--- src/hdl/dbscan_pkg.sv ---
// shared constants, codes and controller/datapath interface types for dbscan clustering
`default_nettype none
package dbscan_pkg;

  localparam int MAX_POINTS = 64;
  localparam int IDX_W      = $clog2(MAX_POINTS);
  localparam int CNT_W      = $clog2(MAX_POINTS + 1);
  localparam int CRD_W      = 12;
  localparam int RAD_W      = 12;
  localparam int MINN_W     = 6;
  localparam int CID_W      = 7;
  localparam int SQ_W       = 2 * CRD_W;
  localparam int R2_W       = 2 * RAD_W;
  localparam int SUM_W      = SQ_W + 1;
  localparam int MARK_W     = 2;
  localparam int MRAM_W     = MARK_W + CID_W;
  localparam int PADDR_W    = 3;
  localparam int PDATA_W    = 32;

  localparam logic [RAD_W-1:0]  RADIUS_RST = RAD_W'(16);
  localparam logic [MINN_W-1:0] MINN_RST   = MINN_W'(4);

  // register index, taken from paddr[2]
  localparam logic REG_RADIUS = 1'b0;
  localparam logic REG_MINN   = 1'b1;

  // per-point visit marks
  localparam logic [MARK_W-1:0] MK_FREE  = 2'd0;
  localparam logic [MARK_W-1:0] MK_VISIT = 2'd1;
  localparam logic [MARK_W-1:0] MK_NOISE = 2'd2;

  typedef enum logic [3:0] {
    S_LOAD,
    S_CLEAR,
    S_SEED_RD,
    S_SEED_CHK,
    S_SCAN,
    S_DRAIN,
    S_DECIDE,
    S_EXP_RD,
    S_EXP_Q,
    S_EXP_MK,
    S_EXP_CHK,
    S_EMIT_RD,
    S_EMIT_CHK,
    S_FLUSH
  } state_t;

  typedef enum logic [1:0] {ASEL_I, ASEL_C, ASEL_J} asel_t;

  typedef enum logic [1:0] {MW_CLEAR, MW_VISIT, MW_CORE, MW_NOISE} mw_t;

  typedef struct packed {
    logic  load_pt;
    logic  run_start;
    logic  clr_step;
    asel_t asel;
    logic  next_i;
    logic  scan_start;
    logic  c_from_i;
    logic  c_from_q;
    logic  scan_issue;
    logic  rollback;
    logic  mark_wr;
    mw_t   mw;
    logic  clust_inc;
    logic  idx_clr;
    logic  idx_inc;
    logic  emit_start;
    logic  emit_take;
    logic  flush;
    logic  run_done;
  } dp_cmd_t;

  typedef struct packed {
    logic in_valid;
    logic in_last;
    logic clr_end;
    logic i_end;
    logic scan_last;
    logic pipe_busy;
    logic core;
    logic mark_zero;
    logic mark_noise;
    logic q_end;
    logic pend_v;
    logic out_free;
  } dp_sts_t;

endpackage
`default_nettype wire

--- src/hdl/dbscan_ram.sv ---
// generic single-port-write ram with registered read
`default_nettype none
module dbscan_ram #(
  parameter int WIDTH = 8,
  parameter int DEPTH = 64,
  localparam int AW = $clog2(DEPTH)
) (
  input  logic             clk,
  input  logic             we,
  input  logic [AW-1:0]    waddr,
  input  logic [WIDTH-1:0] wdata,
  input  logic [AW-1:0]    raddr,
  output logic [WIDTH-1:0] rdata
);

  logic [WIDTH-1:0] mem [DEPTH];

  always_ff @(posedge clk) begin
    if (we) begin
      mem[waddr] <= wdata;
    end
    rdata <= mem[raddr];
  end

endmodule
`default_nettype wire

--- src/hdl/dbscan_ctrl.sv ---
// clustering sequencer: load, clear, seed/expand scans and result output
`default_nettype none
module dbscan_ctrl (
  input  logic                clk,
  input  logic                rst_n,
  input  dbscan_pkg::dp_sts_t sts,
  output dbscan_pkg::dp_cmd_t cmd,
  output logic                ld_rdy
);
  import dbscan_pkg::*;

  state_t state_r, state_nxt;
  logic   exp_r, exp_nxt;

  always_ff @(posedge clk) begin
    if (!rst_n) begin
      state_r <= S_LOAD;
      exp_r   <= 1'b0;
    end else begin
      state_r <= state_nxt;
      exp_r   <= exp_nxt;
    end
  end

  always_comb begin
    state_nxt = state_r;
    exp_nxt   = exp_r;
    unique case (state_r)
      S_LOAD: begin
        if (sts.in_valid && sts.in_last) state_nxt = S_CLEAR;
      end
      S_CLEAR: begin
        if (sts.clr_end) state_nxt = S_SEED_RD;
      end
      S_SEED_RD: begin
        state_nxt = sts.i_end ? S_EMIT_RD : S_SEED_CHK;
      end
      S_SEED_CHK: begin
        if (sts.mark_zero) begin
          state_nxt = S_SCAN;
          exp_nxt   = 1'b0;
        end else begin
          state_nxt = S_SEED_RD;
        end
      end
      S_SCAN: begin
        if (sts.scan_last) state_nxt = S_DRAIN;
      end
      S_DRAIN: begin
        if (!sts.pipe_busy) state_nxt = S_DECIDE;
      end
      S_DECIDE: begin
        state_nxt = (exp_r || sts.core) ? S_EXP_RD : S_SEED_RD;
      end
      S_EXP_RD: begin
        state_nxt = sts.q_end ? S_SEED_RD : S_EXP_Q;
      end
      S_EXP_Q: state_nxt = S_EXP_MK;
      S_EXP_MK: state_nxt = S_EXP_CHK;
      S_EXP_CHK: begin
        if (sts.mark_zero) begin
          state_nxt = S_SCAN;
          exp_nxt   = 1'b1;
        end else begin
          state_nxt = S_EXP_RD;
        end
      end
      S_EMIT_RD: begin
        state_nxt = sts.i_end ? S_FLUSH : S_EMIT_CHK;
      end
      S_EMIT_CHK: begin
        if (sts.mark_noise || !(sts.pend_v && !sts.out_free)) state_nxt = S_EMIT_RD;
      end
      S_FLUSH: begin
        if (!sts.pend_v || sts.out_free) state_nxt = S_LOAD;
      end
      default: state_nxt = S_LOAD;
    endcase
  end

  always_comb begin
    cmd    = '0;
    cmd.asel = ASEL_I;
    cmd.mw   = MW_CLEAR;
    ld_rdy = 1'b0;
    unique case (state_r)
      S_LOAD: begin
        ld_rdy        = 1'b1;
        cmd.load_pt   = sts.in_valid;
        cmd.run_start = sts.in_valid && sts.in_last;
      end
      S_CLEAR: begin
        cmd.mark_wr  = 1'b1;
        cmd.mw       = MW_CLEAR;
        cmd.clr_step = 1'b1;
      end
      S_SEED_RD: begin
        cmd.emit_start = sts.i_end;
      end
      S_SEED_CHK: begin
        if (sts.mark_zero) begin
          cmd.scan_start = 1'b1;
          cmd.c_from_i   = 1'b1;
        end else begin
          cmd.next_i = 1'b1;
        end
      end
      S_SCAN: begin
        cmd.asel       = ASEL_J;
        cmd.scan_issue = 1'b1;
      end
      S_DRAIN: begin
        cmd.asel = ASEL_J;
      end
      S_DECIDE: begin
        cmd.rollback = !sts.core;
        if (exp_r) begin
          cmd.idx_inc = 1'b1;
        end else begin
          cmd.mark_wr   = 1'b1;
          cmd.mw        = sts.core ? MW_CORE : MW_NOISE;
          cmd.clust_inc = sts.core;
          cmd.idx_clr   = sts.core;
          cmd.next_i    = !sts.core;
        end
      end
      S_EXP_RD: begin
        cmd.next_i = sts.q_end;
      end
      S_EXP_Q: begin
        cmd.c_from_q = 1'b1;
      end
      S_EXP_MK: begin
        cmd.asel = ASEL_C;
      end
      S_EXP_CHK: begin
        cmd.asel = ASEL_C;
        if (sts.mark_zero) begin
          cmd.mark_wr    = 1'b1;
          cmd.mw         = MW_VISIT;
          cmd.scan_start = 1'b1;
        end else begin
          cmd.idx_inc = 1'b1;
        end
      end
      S_EMIT_RD: begin
        cmd.asel = ASEL_I;
      end
      S_EMIT_CHK: begin
        if (sts.mark_noise) begin
          cmd.next_i = 1'b1;
        end else if (!(sts.pend_v && !sts.out_free)) begin
          cmd.emit_take = 1'b1;
          cmd.next_i    = 1'b1;
        end
      end
      S_FLUSH: begin
        cmd.flush    = sts.pend_v && sts.out_free;
        cmd.run_done = !sts.pend_v || sts.out_free;
      end
      default: begin
        cmd.asel = ASEL_I;
      end
    endcase
  end

endmodule
`default_nettype wire

--- src/hdl/dbscan_dpath.sv ---
// point, mark and queue stores, distance pipeline, config registers and result register
`default_nettype none
module dbscan_dpath (
  input  logic                                clk,
  input  logic                                rst_n,
  input  dbscan_pkg::dp_cmd_t                 cmd,
  output dbscan_pkg::dp_sts_t                 sts,
  input  logic                                in_valid,
  input  logic [dbscan_pkg::CRD_W-1:0]        in_x_coord,
  input  logic [dbscan_pkg::CRD_W-1:0]        in_y_coord,
  input  logic                                in_last_point,
  input  logic                                psel,
  input  logic                                penable,
  input  logic                                pwrite,
  input  logic [dbscan_pkg::PADDR_W-1:0]      paddr,
  input  logic [dbscan_pkg::PDATA_W-1:0]      pwdata,
  output logic [dbscan_pkg::PDATA_W-1:0]      prdata,
  output logic                                out_valid,
  input  logic                                out_stall,
  output logic [dbscan_pkg::CRD_W-1:0]        out_x,
  output logic [dbscan_pkg::CRD_W-1:0]        out_y,
  output logic [dbscan_pkg::CID_W-1:0]        out_cluster_id,
  output logic                                out_last_result
);
  import dbscan_pkg::*;

  // configuration
  logic [RAD_W-1:0]  radius_r;
  logic [MINN_W-1:0] minn_r;
  logic [R2_W-1:0]   r2_r;

  // run control registers
  logic [CNT_W-1:0]      count_r;
  logic [CNT_W-1:0]      i_r;
  logic [IDX_W-1:0]      clr_r;
  logic [IDX_W-1:0]      c_r;
  logic [IDX_W-1:0]      j_r;
  logic [CNT_W-1:0]      idx_r;
  logic [CNT_W-1:0]      qlen_r;
  logic [CNT_W-1:0]      qbase_r;
  logic [CNT_W-1:0]      n_r;
  logic [CID_W-1:0]      clust_r;
  logic [MAX_POINTS-1:0] flags_r;
  logic [MAX_POINTS-1:0] added_r;
  logic [CRD_W-1:0]      cx_r, cy_r;

  // distance pipeline
  logic             v1_r, v2_r, v3_r;
  logic [IDX_W-1:0] j1_r, j2_r, j3_r;
  logic [CRD_W-1:0] dx_r, dy_r;
  logic [SQ_W-1:0]  sqx_r, sqy_r;

  // pending and output results
  logic             pend_v_r;
  logic [CRD_W-1:0] pend_x_r, pend_y_r;
  logic [CID_W-1:0] pend_c_r;
  logic             out_valid_r, out_last_r;
  logic [CRD_W-1:0] out_x_r, out_y_r;
  logic [CID_W-1:0] out_c_r;

  // memories
  logic [2*CRD_W-1:0] pt_rd, pt_wd;
  logic [IDX_W-1:0]   pt_ra;
  logic               pt_we;
  logic [MRAM_W-1:0]  mk_rd, mk_wd;
  logic [IDX_W-1:0]   mk_ra, mk_wa;
  logic [IDX_W-1:0]   q_rd;
  logic               q_we;

  logic [CRD_W-1:0]  rx, ry, dx_c, dy_c;
  logic [SUM_W-1:0]  dist_sq;
  logic              hit, hit_new;
  logic [CNT_W-1:0]  nm1;
  logic              out_free;
  logic              cfg_wr;

  assign rx = pt_rd[2*CRD_W-1:CRD_W];
  assign ry = pt_rd[CRD_W-1:0];

  assign pt_we = cmd.load_pt && (count_r < CNT_W'(MAX_POINTS));
  assign pt_wd = {in_x_coord, in_y_coord};

  always_comb begin
    unique case (cmd.asel)
      ASEL_I:  pt_ra = i_r[IDX_W-1:0];
      ASEL_C:  pt_ra = c_r;
      ASEL_J:  pt_ra = j_r;
      default: pt_ra = i_r[IDX_W-1:0];
    endcase
  end

  assign mk_ra = (cmd.asel == ASEL_C) ? c_r : i_r[IDX_W-1:0];
  assign mk_wa = (cmd.mw == MW_CLEAR) ? clr_r : c_r;

  always_comb begin
    unique case (cmd.mw)
      MW_CLEAR: mk_wd = {MK_FREE, CID_W'(0)};
      MW_VISIT: mk_wd = {MK_VISIT, clust_r};
      MW_CORE:  mk_wd = {MK_VISIT, clust_r + CID_W'(1)};
      MW_NOISE: mk_wd = {MK_NOISE, CID_W'(0)};
      default:  mk_wd = {MK_FREE, CID_W'(0)};
    endcase
  end

  dbscan_ram #(.WIDTH(2*CRD_W), .DEPTH(MAX_POINTS)) u_pt_ram (
    .clk  (clk),
    .we   (pt_we),
    .waddr(count_r[IDX_W-1:0]),
    .wdata(pt_wd),
    .raddr(pt_ra),
    .rdata(pt_rd)
  );

  dbscan_ram #(.WIDTH(MRAM_W), .DEPTH(MAX_POINTS)) u_mk_ram (
    .clk  (clk),
    .we   (cmd.mark_wr),
    .waddr(mk_wa),
    .wdata(mk_wd),
    .raddr(mk_ra),
    .rdata(mk_rd)
  );

  dbscan_ram #(.WIDTH(IDX_W), .DEPTH(MAX_POINTS)) u_q_ram (
    .clk  (clk),
    .we   (q_we),
    .waddr(qlen_r[IDX_W-1:0]),
    .wdata(j3_r),
    .raddr(idx_r[IDX_W-1:0]),
    .rdata(q_rd)
  );

  // distance test: absolute differences of the read point, then the third-stage sum and radius compare
  assign dx_c    = (rx >= cx_r) ? (rx - cx_r) : (cx_r - rx);
  assign dy_c    = (ry >= cy_r) ? (ry - cy_r) : (cy_r - ry);
  assign dist_sq = SUM_W'(sqx_r) + SUM_W'(sqy_r);
  assign hit     = v3_r && (dist_sq <= SUM_W'(r2_r));
  assign hit_new = hit && !flags_r[j3_r] && (j3_r != c_r);
  assign q_we    = hit_new;

  assign nm1      = (n_r == '0) ? '0 : (n_r - CNT_W'(1));
  assign out_free = !out_valid_r || !out_stall;
  assign cfg_wr   = psel && penable && pwrite;

  always_ff @(posedge clk) begin
    if (!rst_n) begin
      radius_r <= RADIUS_RST;
      minn_r   <= MINN_RST;
    end else if (cfg_wr) begin
      unique case (paddr[2])
        REG_RADIUS: radius_r <= pwdata[RAD_W-1:0];
        REG_MINN:   minn_r   <= pwdata[MINN_W-1:0];
        default:    radius_r <= radius_r;
      endcase
    end
  end

  always_comb begin
    unique case (paddr[2])
      REG_RADIUS: prdata = PDATA_W'(radius_r);
      REG_MINN:   prdata = PDATA_W'(minn_r);
      default:    prdata = '0;
    endcase
  end

  always_ff @(posedge clk) begin
    r2_r <= radius_r * radius_r;
  end

  // pipeline payload
  always_ff @(posedge clk) begin
    j1_r  <= j_r;
    j2_r  <= j1_r;
    j3_r  <= j2_r;
    dx_r  <= dx_c;
    dy_r  <= dy_c;
    sqx_r <= dx_r * dx_r;
    sqy_r <= dy_r * dy_r;
    if (cmd.scan_start) begin
      cx_r <= rx;
      cy_r <= ry;
    end
  end

  always_ff @(posedge clk) begin
    if (!rst_n) begin
      v1_r <= 1'b0;
      v2_r <= 1'b0;
      v3_r <= 1'b0;
    end else begin
      v1_r <= cmd.scan_issue;
      v2_r <= v1_r;
      v3_r <= v2_r;
    end
  end

  // run bookkeeping
  always_ff @(posedge clk) begin
    if (!rst_n) begin
      count_r <= '0;
      i_r     <= '0;
      clr_r   <= '0;
      c_r     <= '0;
      j_r     <= '0;
      idx_r   <= '0;
      qlen_r  <= '0;
      qbase_r <= '0;
      n_r     <= '0;
      clust_r <= '0;
      flags_r <= '0;
      added_r <= '0;
    end else begin
      if (pt_we) count_r <= count_r + CNT_W'(1);
      if (cmd.run_done) count_r <= '0;

      if (cmd.run_start) begin
        i_r     <= '0;
        clr_r   <= '0;
        clust_r <= '0;
        flags_r <= '0;
        qlen_r  <= '0;
      end
      if (cmd.clr_step) clr_r <= clr_r + IDX_W'(1);
      if (cmd.clust_inc) clust_r <= clust_r + CID_W'(1);

      if (cmd.c_from_i) c_r <= i_r[IDX_W-1:0];
      if (cmd.c_from_q) c_r <= q_rd;

      if (cmd.idx_clr) idx_r <= '0;
      if (cmd.idx_inc) idx_r <= idx_r + CNT_W'(1);

      if (cmd.scan_start) begin
        j_r     <= '0;
        n_r     <= '0;
        added_r <= '0;
        qbase_r <= qlen_r;
      end
      if (cmd.scan_issue) j_r <= j_r + IDX_W'(1);

      if (hit) n_r <= n_r + CNT_W'(1);
      if (hit_new) begin
        flags_r[j3_r] <= 1'b1;
        added_r[j3_r] <= 1'b1;
        qlen_r        <= qlen_r + CNT_W'(1);
      end

      // non-core point: withdraw what its scan queued
      if (cmd.rollback) begin
        flags_r <= flags_r & ~added_r;
        qlen_r  <= qbase_r;
      end
      if (cmd.next_i) begin
        i_r     <= i_r + CNT_W'(1);
        flags_r <= '0;
        qlen_r  <= '0;
      end
      if (cmd.emit_start) i_r <= '0;
    end
  end

  // result hold with one-deep lookahead so the last transfer can be flagged
  always_ff @(posedge clk) begin
    if (!rst_n) begin
      pend_v_r    <= 1'b0;
      out_valid_r <= 1'b0;
    end else begin
      if (out_valid_r && !out_stall) out_valid_r <= 1'b0;
      if (cmd.emit_start) pend_v_r <= 1'b0;
      if (cmd.emit_take) begin
        pend_v_r <= 1'b1;
        if (pend_v_r) out_valid_r <= 1'b1;
      end
      if (cmd.flush) begin
        pend_v_r    <= 1'b0;
        out_valid_r <= 1'b1;
      end
    end
  end

  always_ff @(posedge clk) begin
    if (cmd.emit_take) begin
      pend_x_r <= rx;
      pend_y_r <= ry;
      pend_c_r <= mk_rd[CID_W-1:0];
    end
    if ((cmd.emit_take && pend_v_r) || cmd.flush) begin
      out_x_r    <= pend_x_r;
      out_y_r    <= pend_y_r;
      out_c_r    <= pend_c_r;
      out_last_r <= cmd.flush;
    end
  end

  assign out_valid       = out_valid_r;
  assign out_x           = out_x_r;
  assign out_y           = out_y_r;
  assign out_cluster_id  = out_c_r;
  assign out_last_result = out_last_r;

  always_comb begin
    sts            = '0;
    sts.in_valid   = in_valid;
    sts.in_last    = in_last_point;
    sts.clr_end    = (clr_r == IDX_W'(MAX_POINTS - 1));
    sts.i_end      = (i_r == count_r);
    sts.scan_last  = ((CNT_W'(j_r) + CNT_W'(1)) == count_r);
    sts.pipe_busy  = v1_r || v2_r || v3_r;
    sts.core       = (nm1 >= CNT_W'(minn_r));
    sts.mark_zero  = (mk_rd[MRAM_W-1:CID_W] == MK_FREE);
    sts.mark_noise = (mk_rd[MRAM_W-1:CID_W] == MK_NOISE);
    sts.q_end      = (idx_r == qlen_r);
    sts.pend_v     = pend_v_r;
    sts.out_free   = out_free;
  end

endmodule
`default_nettype wire

--- src/hdl/dbscan_point_clustering.sv ---
// top level of the dbscan point clustering block
// Points are taken one per cycle into a 64-entry store; the point with last_point set starts
// a run, during which in_stall stays high. A run first clears every entry of the visit/cluster
// store, then every point that gets visited costs one scan over all stored points through the
// single read port of the point store. Results then leave in load order, one store read per
// stored point, with noise points skipped and the final one marked by out_last_result; a run
// where every point is noise gives no transfer. radius and min_neighbours are written over the
// apb port; the user must write them between runs only, the block does not enforce it.
`default_nettype none
module dbscan_point_clustering (
  input  logic                                clk,
  input  logic                                rst_n,
  input  logic                                in_valid,
  output logic                                in_stall,
  input  logic [dbscan_pkg::CRD_W-1:0]        in_x_coord,
  input  logic [dbscan_pkg::CRD_W-1:0]        in_y_coord,
  input  logic                                in_last_point,
  output logic                                out_valid,
  input  logic                                out_stall,
  output logic [dbscan_pkg::CRD_W-1:0]        out_x,
  output logic [dbscan_pkg::CRD_W-1:0]        out_y,
  output logic [dbscan_pkg::CID_W-1:0]        out_cluster_id,
  output logic                                out_last_result,
  input  logic                                psel,
  input  logic                                penable,
  input  logic                                pwrite,
  input  logic [dbscan_pkg::PADDR_W-1:0]      paddr,
  input  logic [dbscan_pkg::PDATA_W-1:0]      pwdata,
  output logic [dbscan_pkg::PDATA_W-1:0]      prdata,
  output logic                                pready
);
  import dbscan_pkg::*;

  dp_cmd_t cmd;
  dp_sts_t sts;
  logic    ld_rdy;

  assign in_stall = !ld_rdy;
  assign pready   = 1'b1;

  dbscan_ctrl u_ctrl (
    .clk   (clk),
    .rst_n (rst_n),
    .sts   (sts),
    .cmd   (cmd),
    .ld_rdy(ld_rdy)
  );

  dbscan_dpath u_dpath (
    .clk            (clk),
    .rst_n          (rst_n),
    .cmd            (cmd),
    .sts            (sts),
    .in_valid       (in_valid),
    .in_x_coord     (in_x_coord),
    .in_y_coord     (in_y_coord),
    .in_last_point  (in_last_point),
    .psel           (psel),
    .penable        (penable),
    .pwrite         (pwrite),
    .paddr          (paddr),
    .pwdata         (pwdata),
    .prdata         (prdata),
    .out_valid      (out_valid),
    .out_stall      (out_stall),
    .out_x          (out_x),
    .out_y          (out_y),
    .out_cluster_id (out_cluster_id),
    .out_last_result(out_last_result)
  );

endmodule
`default_nettype wire

--- config.mk ---
export PLATFORM = sky130hd
export DESIGN_NAME = dbscan_point_clustering
export DESIGN_NICKNAME = d
export VERILOG_FILES = /design/src/hdl/dbscan_pkg.sv /design/src/hdl/dbscan_ram.sv /design/src/hdl/dbscan_ctrl.sv /design/src/hdl/dbscan_dpath.sv /design/src/hdl/dbscan_point_clustering.sv
export SDC_FILE = /design/constraint.sdc
export NUM_CORES = 2
export LEC_CHECK = 0
export ABC_CLOCK_PERIOD_IN_PS = 17700
export BUFFER_PORTS_ARGS = -buffer_cell sky130_fd_sc_hd__buf_4
export CORE_MARGIN = 10
export CORE_UTILIZATION = 45
export DETAILED_ROUTE_END_ITERATION = 16
export GPL_ROUTABILITY_DRIVEN = 0
export PLACE_DENSITY = 0.64
export SLEW_MARGIN = 20
export SYNTH_ARGS = -nofsm -noshare
export SYNTH_HDL_FRONTEND = slang
export SYNTH_HIERARCHICAL = 1
export SYNTH_SLANG_ARGS = --single-unit
--- constraint.sdc ---
create_clock -name clk -period 17.7 [get_ports clk]
set_input_delay 3.54 -clock clk [delete_from_list [all_inputs] [get_ports clk]]
set_output_delay 3.54 -clock clk [all_outputs]
set_load 0.01 [all_outputs]
==> impl_metrics.csv <==
group,metric,value,unit
worst_setup_path,cp-end-kind,"output pin",
timing,period_share,0.440,
timing,hold_viol_final,0,
placement,place_ws,9.92,ns
floorplan,rows,196,
global_route,grt_pass1_vias,69900,
worst_hold_path,hold_path_class,"reg2reg",
cts,postCtsSetupRepairBufs,0,
logic_synthesis,syn-mean-instance-area,16.5,µm²
power_and_ir_drop,power_frac_comb,0.467,
timing,tightest_slew,1.15,ns
floorplan,num_io_pins,134,
power_and_ir_drop,switching_share,0.371,
worst_setup_path,path_max_fanout,17,
route,viasPerCell,5.78,
placement,port_buffers,90,
cts,ctsHoldBuffers,0,
global_route,grt_pass1_wl,452,mm
placement,dp_hpwl,182,mm
logic_synthesis,yosysWarnings,6,
global_route,overflow,0,
logic_synthesis,ys.flop_type,"edfxtp_1",
cts,cts-root-buf,"clkbuf_16",
power_and_ir_drop,p_leak,47.0,nW
timing,rsz0062_at_grt,"no",
route,wirelength,303,mm
timing,post-route-min-period,7.78,ns
route,first_iter_violations,7204,
floorplan,initial_core_util,0.452,
layout,ff_latch_area,85100,µm²
cts,clk-insertion-delay-late,0.93,ns
floorplan,core-area,285000,µm²
timing,max_slew_margin,0.228,
logic_synthesis,ys_seq_area_frac,0.661,
status,status,"finished clean",
global_route,antenna_found_initial,7,
timing,finalSetupViolCount,0,
cts,cts_tree,"yes",
timing,fmax,128,MHz
logic_synthesis,synth-seq-cells,2956,
logic_synthesis,yosys-top-cells-area,"edfxtp_1 (60%), mux4_2 (10%), dfxtp_1 (5.8%), fa_1 (3.8%), ha_1 (2.8%)",
layout,nNetsFinal,8542,
power_and_ir_drop,power_density,193,nW/µm²
floorplan,die-area,308000,µm²
layout,area_growth_syn_to_layout,11.7,%
power_and_ir_drop,vdd_drop_max,0.826,mV
timing,finClkSkew,0.0649,ns
logic_synthesis,synthArstFlopShare,0,
logic_synthesis,yosys.cell_count.top_type,"edfxtp_1",
layout,multi_input_area,39900,µm²
route,vias,69100,
job,maxCapViolations,0,
worst_setup_path,start_kind,"input pin",
logic_synthesis,yosys-top-cells-count,"edfxtp_1 (2583), mux4_2 (597), inv_1 (535)",
timing,fin_worst_hold_slack,0.307,ns
cts,cts.sinks,2956,
layout,fill_cells,23000,
worst_setup_path,rr_worst_depth,15,
logic_synthesis,synth_top_area_frac,0.603,
cts,ctsResizeCount,0,
cts,clk_pin_slew,0.06,ns
cts,cts-buffers-inserted,310,
logic_synthesis,synth_area_leader_cell,"edfxtp_1",
power_and_ir_drop,clkPwrFrac,0.236,
power_and_ir_drop,p_seq_frac,0.298,
route,drt_first_pass_iters,6,
worst_setup_path,crit_arrival,4.24,ns
layout,drive_above_1_share,0.185,
route,drc,0,
floorplan,die_h,555,µm
route,final_antenna_net_count,0,
worst_hold_path,min_delay_path_depth,0,
logic_synthesis,synth_edf_count,2583,
global_route,grt_max_degree,104,
placement,placed_area,133000,µm²
power_and_ir_drop,power,27.7,mW
worst_setup_path,crit_type,"in2out",
logic_synthesis,syn_area,129000,µm²
power_and_ir_drop,p_sw,10.3,mW
timing,fin_setup_tns,0,ns
logic_synthesis,syn_inst,7802,
floorplan,die_w,555,µm
timing,finalMaxSlewViolations,0,
worst_setup_path,worstPathRequired,14.16,ns
power_and_ir_drop,p_int,17.4,mW
timing,fin_ws,9.92,ns
global_route,track_usage,0.192,
cts,htreeDepth,5,
route,detail_route.wl_per_cell,25.3,µm
layout,design_area,144000,µm²
cts,cts_buffer_depth,4,
logic_synthesis,ys_types,90,
## per-stage QoR
| stage | cells | util |
|---|---|---|
| 3_3_place_gp | 11400 | 0.469 |
| 2_1_floorplan | 7821 | - |
| 6_report | 12000 | 0.505 |
| 3_5_place_dp | 11400 | 0.469 |
| 4_1_cts | 11900 | 0.504 |
| 5_1_grt | 12000 | 0.505 |
## power groups by stage
| stage | sequential [mW] | combinational [mW] | clock [mW] |
|---|---|---|---|
| 3_5_place_dp | 8.40 | 13.1 | 0 |
| 6_report | 8.25 | 12.9 | 6.53 |
| 2_1_floorplan | 8.21 | 10.2 | 0 |
| 4_1_cts | 8.25 | 13.2 | 6.66 |
| 3_3_place_gp | 8.39 | 13.0 | 0 |
| 5_1_grt | 8.27 | 14.9 | 6.93 |
## cells in the final DEF, fill, tap and decap left out, types with 125 or more instances in the layout
| master | synthesis | layout |
|---|---|---|
| edfxtp_1 | 2583 | 2583 |
| mux4_2 | 597 | 597 |
| inv_1 | 535 | 534 |
| nor2_1 | 458 | 389 |
| dfxtp_1 | 373 | 364 |
| nand2_1 | 333 | 333 |
| clkbuf_16 | 0 | 312 |
| ha_1 | 289 | 287 |
| fa_1 | 244 | 244 |
| a21oi_1 | 225 | 223 |
| buf_4 | 68 | 221 |
| mux2i_1 | 186 | 186 |
| and2_1 | 125 | 125 |
## worst paths after layout
kind / slack [ns] / end / from
worst max-delay path: 9.92 / prdata[1] / paddr[2]
worst min-delay path: 0.31 / u_dpath/j3_r[2] / u_dpath/j2_r[2]
worst max register to register: 10.37 / u_dpath/u_pt_ram/rdata[19] / u_ctrl/state_r[3]
worst min register to register: 0.31 / u_dpath/j3_r[2] / u_dpath/j2_r[2]
## flip-flops by register name, indices dropped and copies added, names as in the netlist, 23 cells and up
name	flops
u_dpath/u_pt_ram/mem	1536
u_dpath/u_mk_ram/mem	576
u_dpath/u_q_ram/mem	384
u_dpath/added_r	64
u_dpath/flags_r	64
u_dpath/u_pt_ram/rdata	24
u_dpath/r2_r	23
u_dpath/sqx_r	23
u_dpath/sqy_r	23
## routing by layer
metal | part of all wire | wire, µm | global-route usage
met1 | 0.41 | 125000 | 0.267
met2 | 0.48 | 145000 | 0.310
met3 | 0.076 | 23100 | 0.0317
met4 | 0.032 | 9700 | 0.0604
met5 | 0.000043 | 13 | 0
## cells by family after synthesis
group	count (synthesis)	synth area share
XOR/XNOR	153	0.0104
buffers and inverters	957	0.0325
other	2	0.0000584
adder cells (fa/ha/maj)	533	0.0661
AO/OA/AOI/OAI	892	0.0466
AND/OR/NAND/NOR	1420	0.0533
flip-flops	2956	0.661
multiplexers	889	0.130
## area by class of cell
type / instances / area share
Antenna cell: 8 / 0.000139
Clock buffer: 399 / 0.0578
Clock inverter: 157 / 0.0132
Inverter: 540 / 0.0141
Multi-Input combinational cell: 3908 / 0.278
Sequential cell: 2956 / 0.592
Tap cell: 3762 / 0.0328
Timing Repair Buffer: 226 / 0.0123
## worst max-delay path, stage by stage
cell,delay (ns)
buf_4,0.19
mux2_2,0.36
buf_4,0.15
Note: power is estimated with default switching activity, not from simulation.
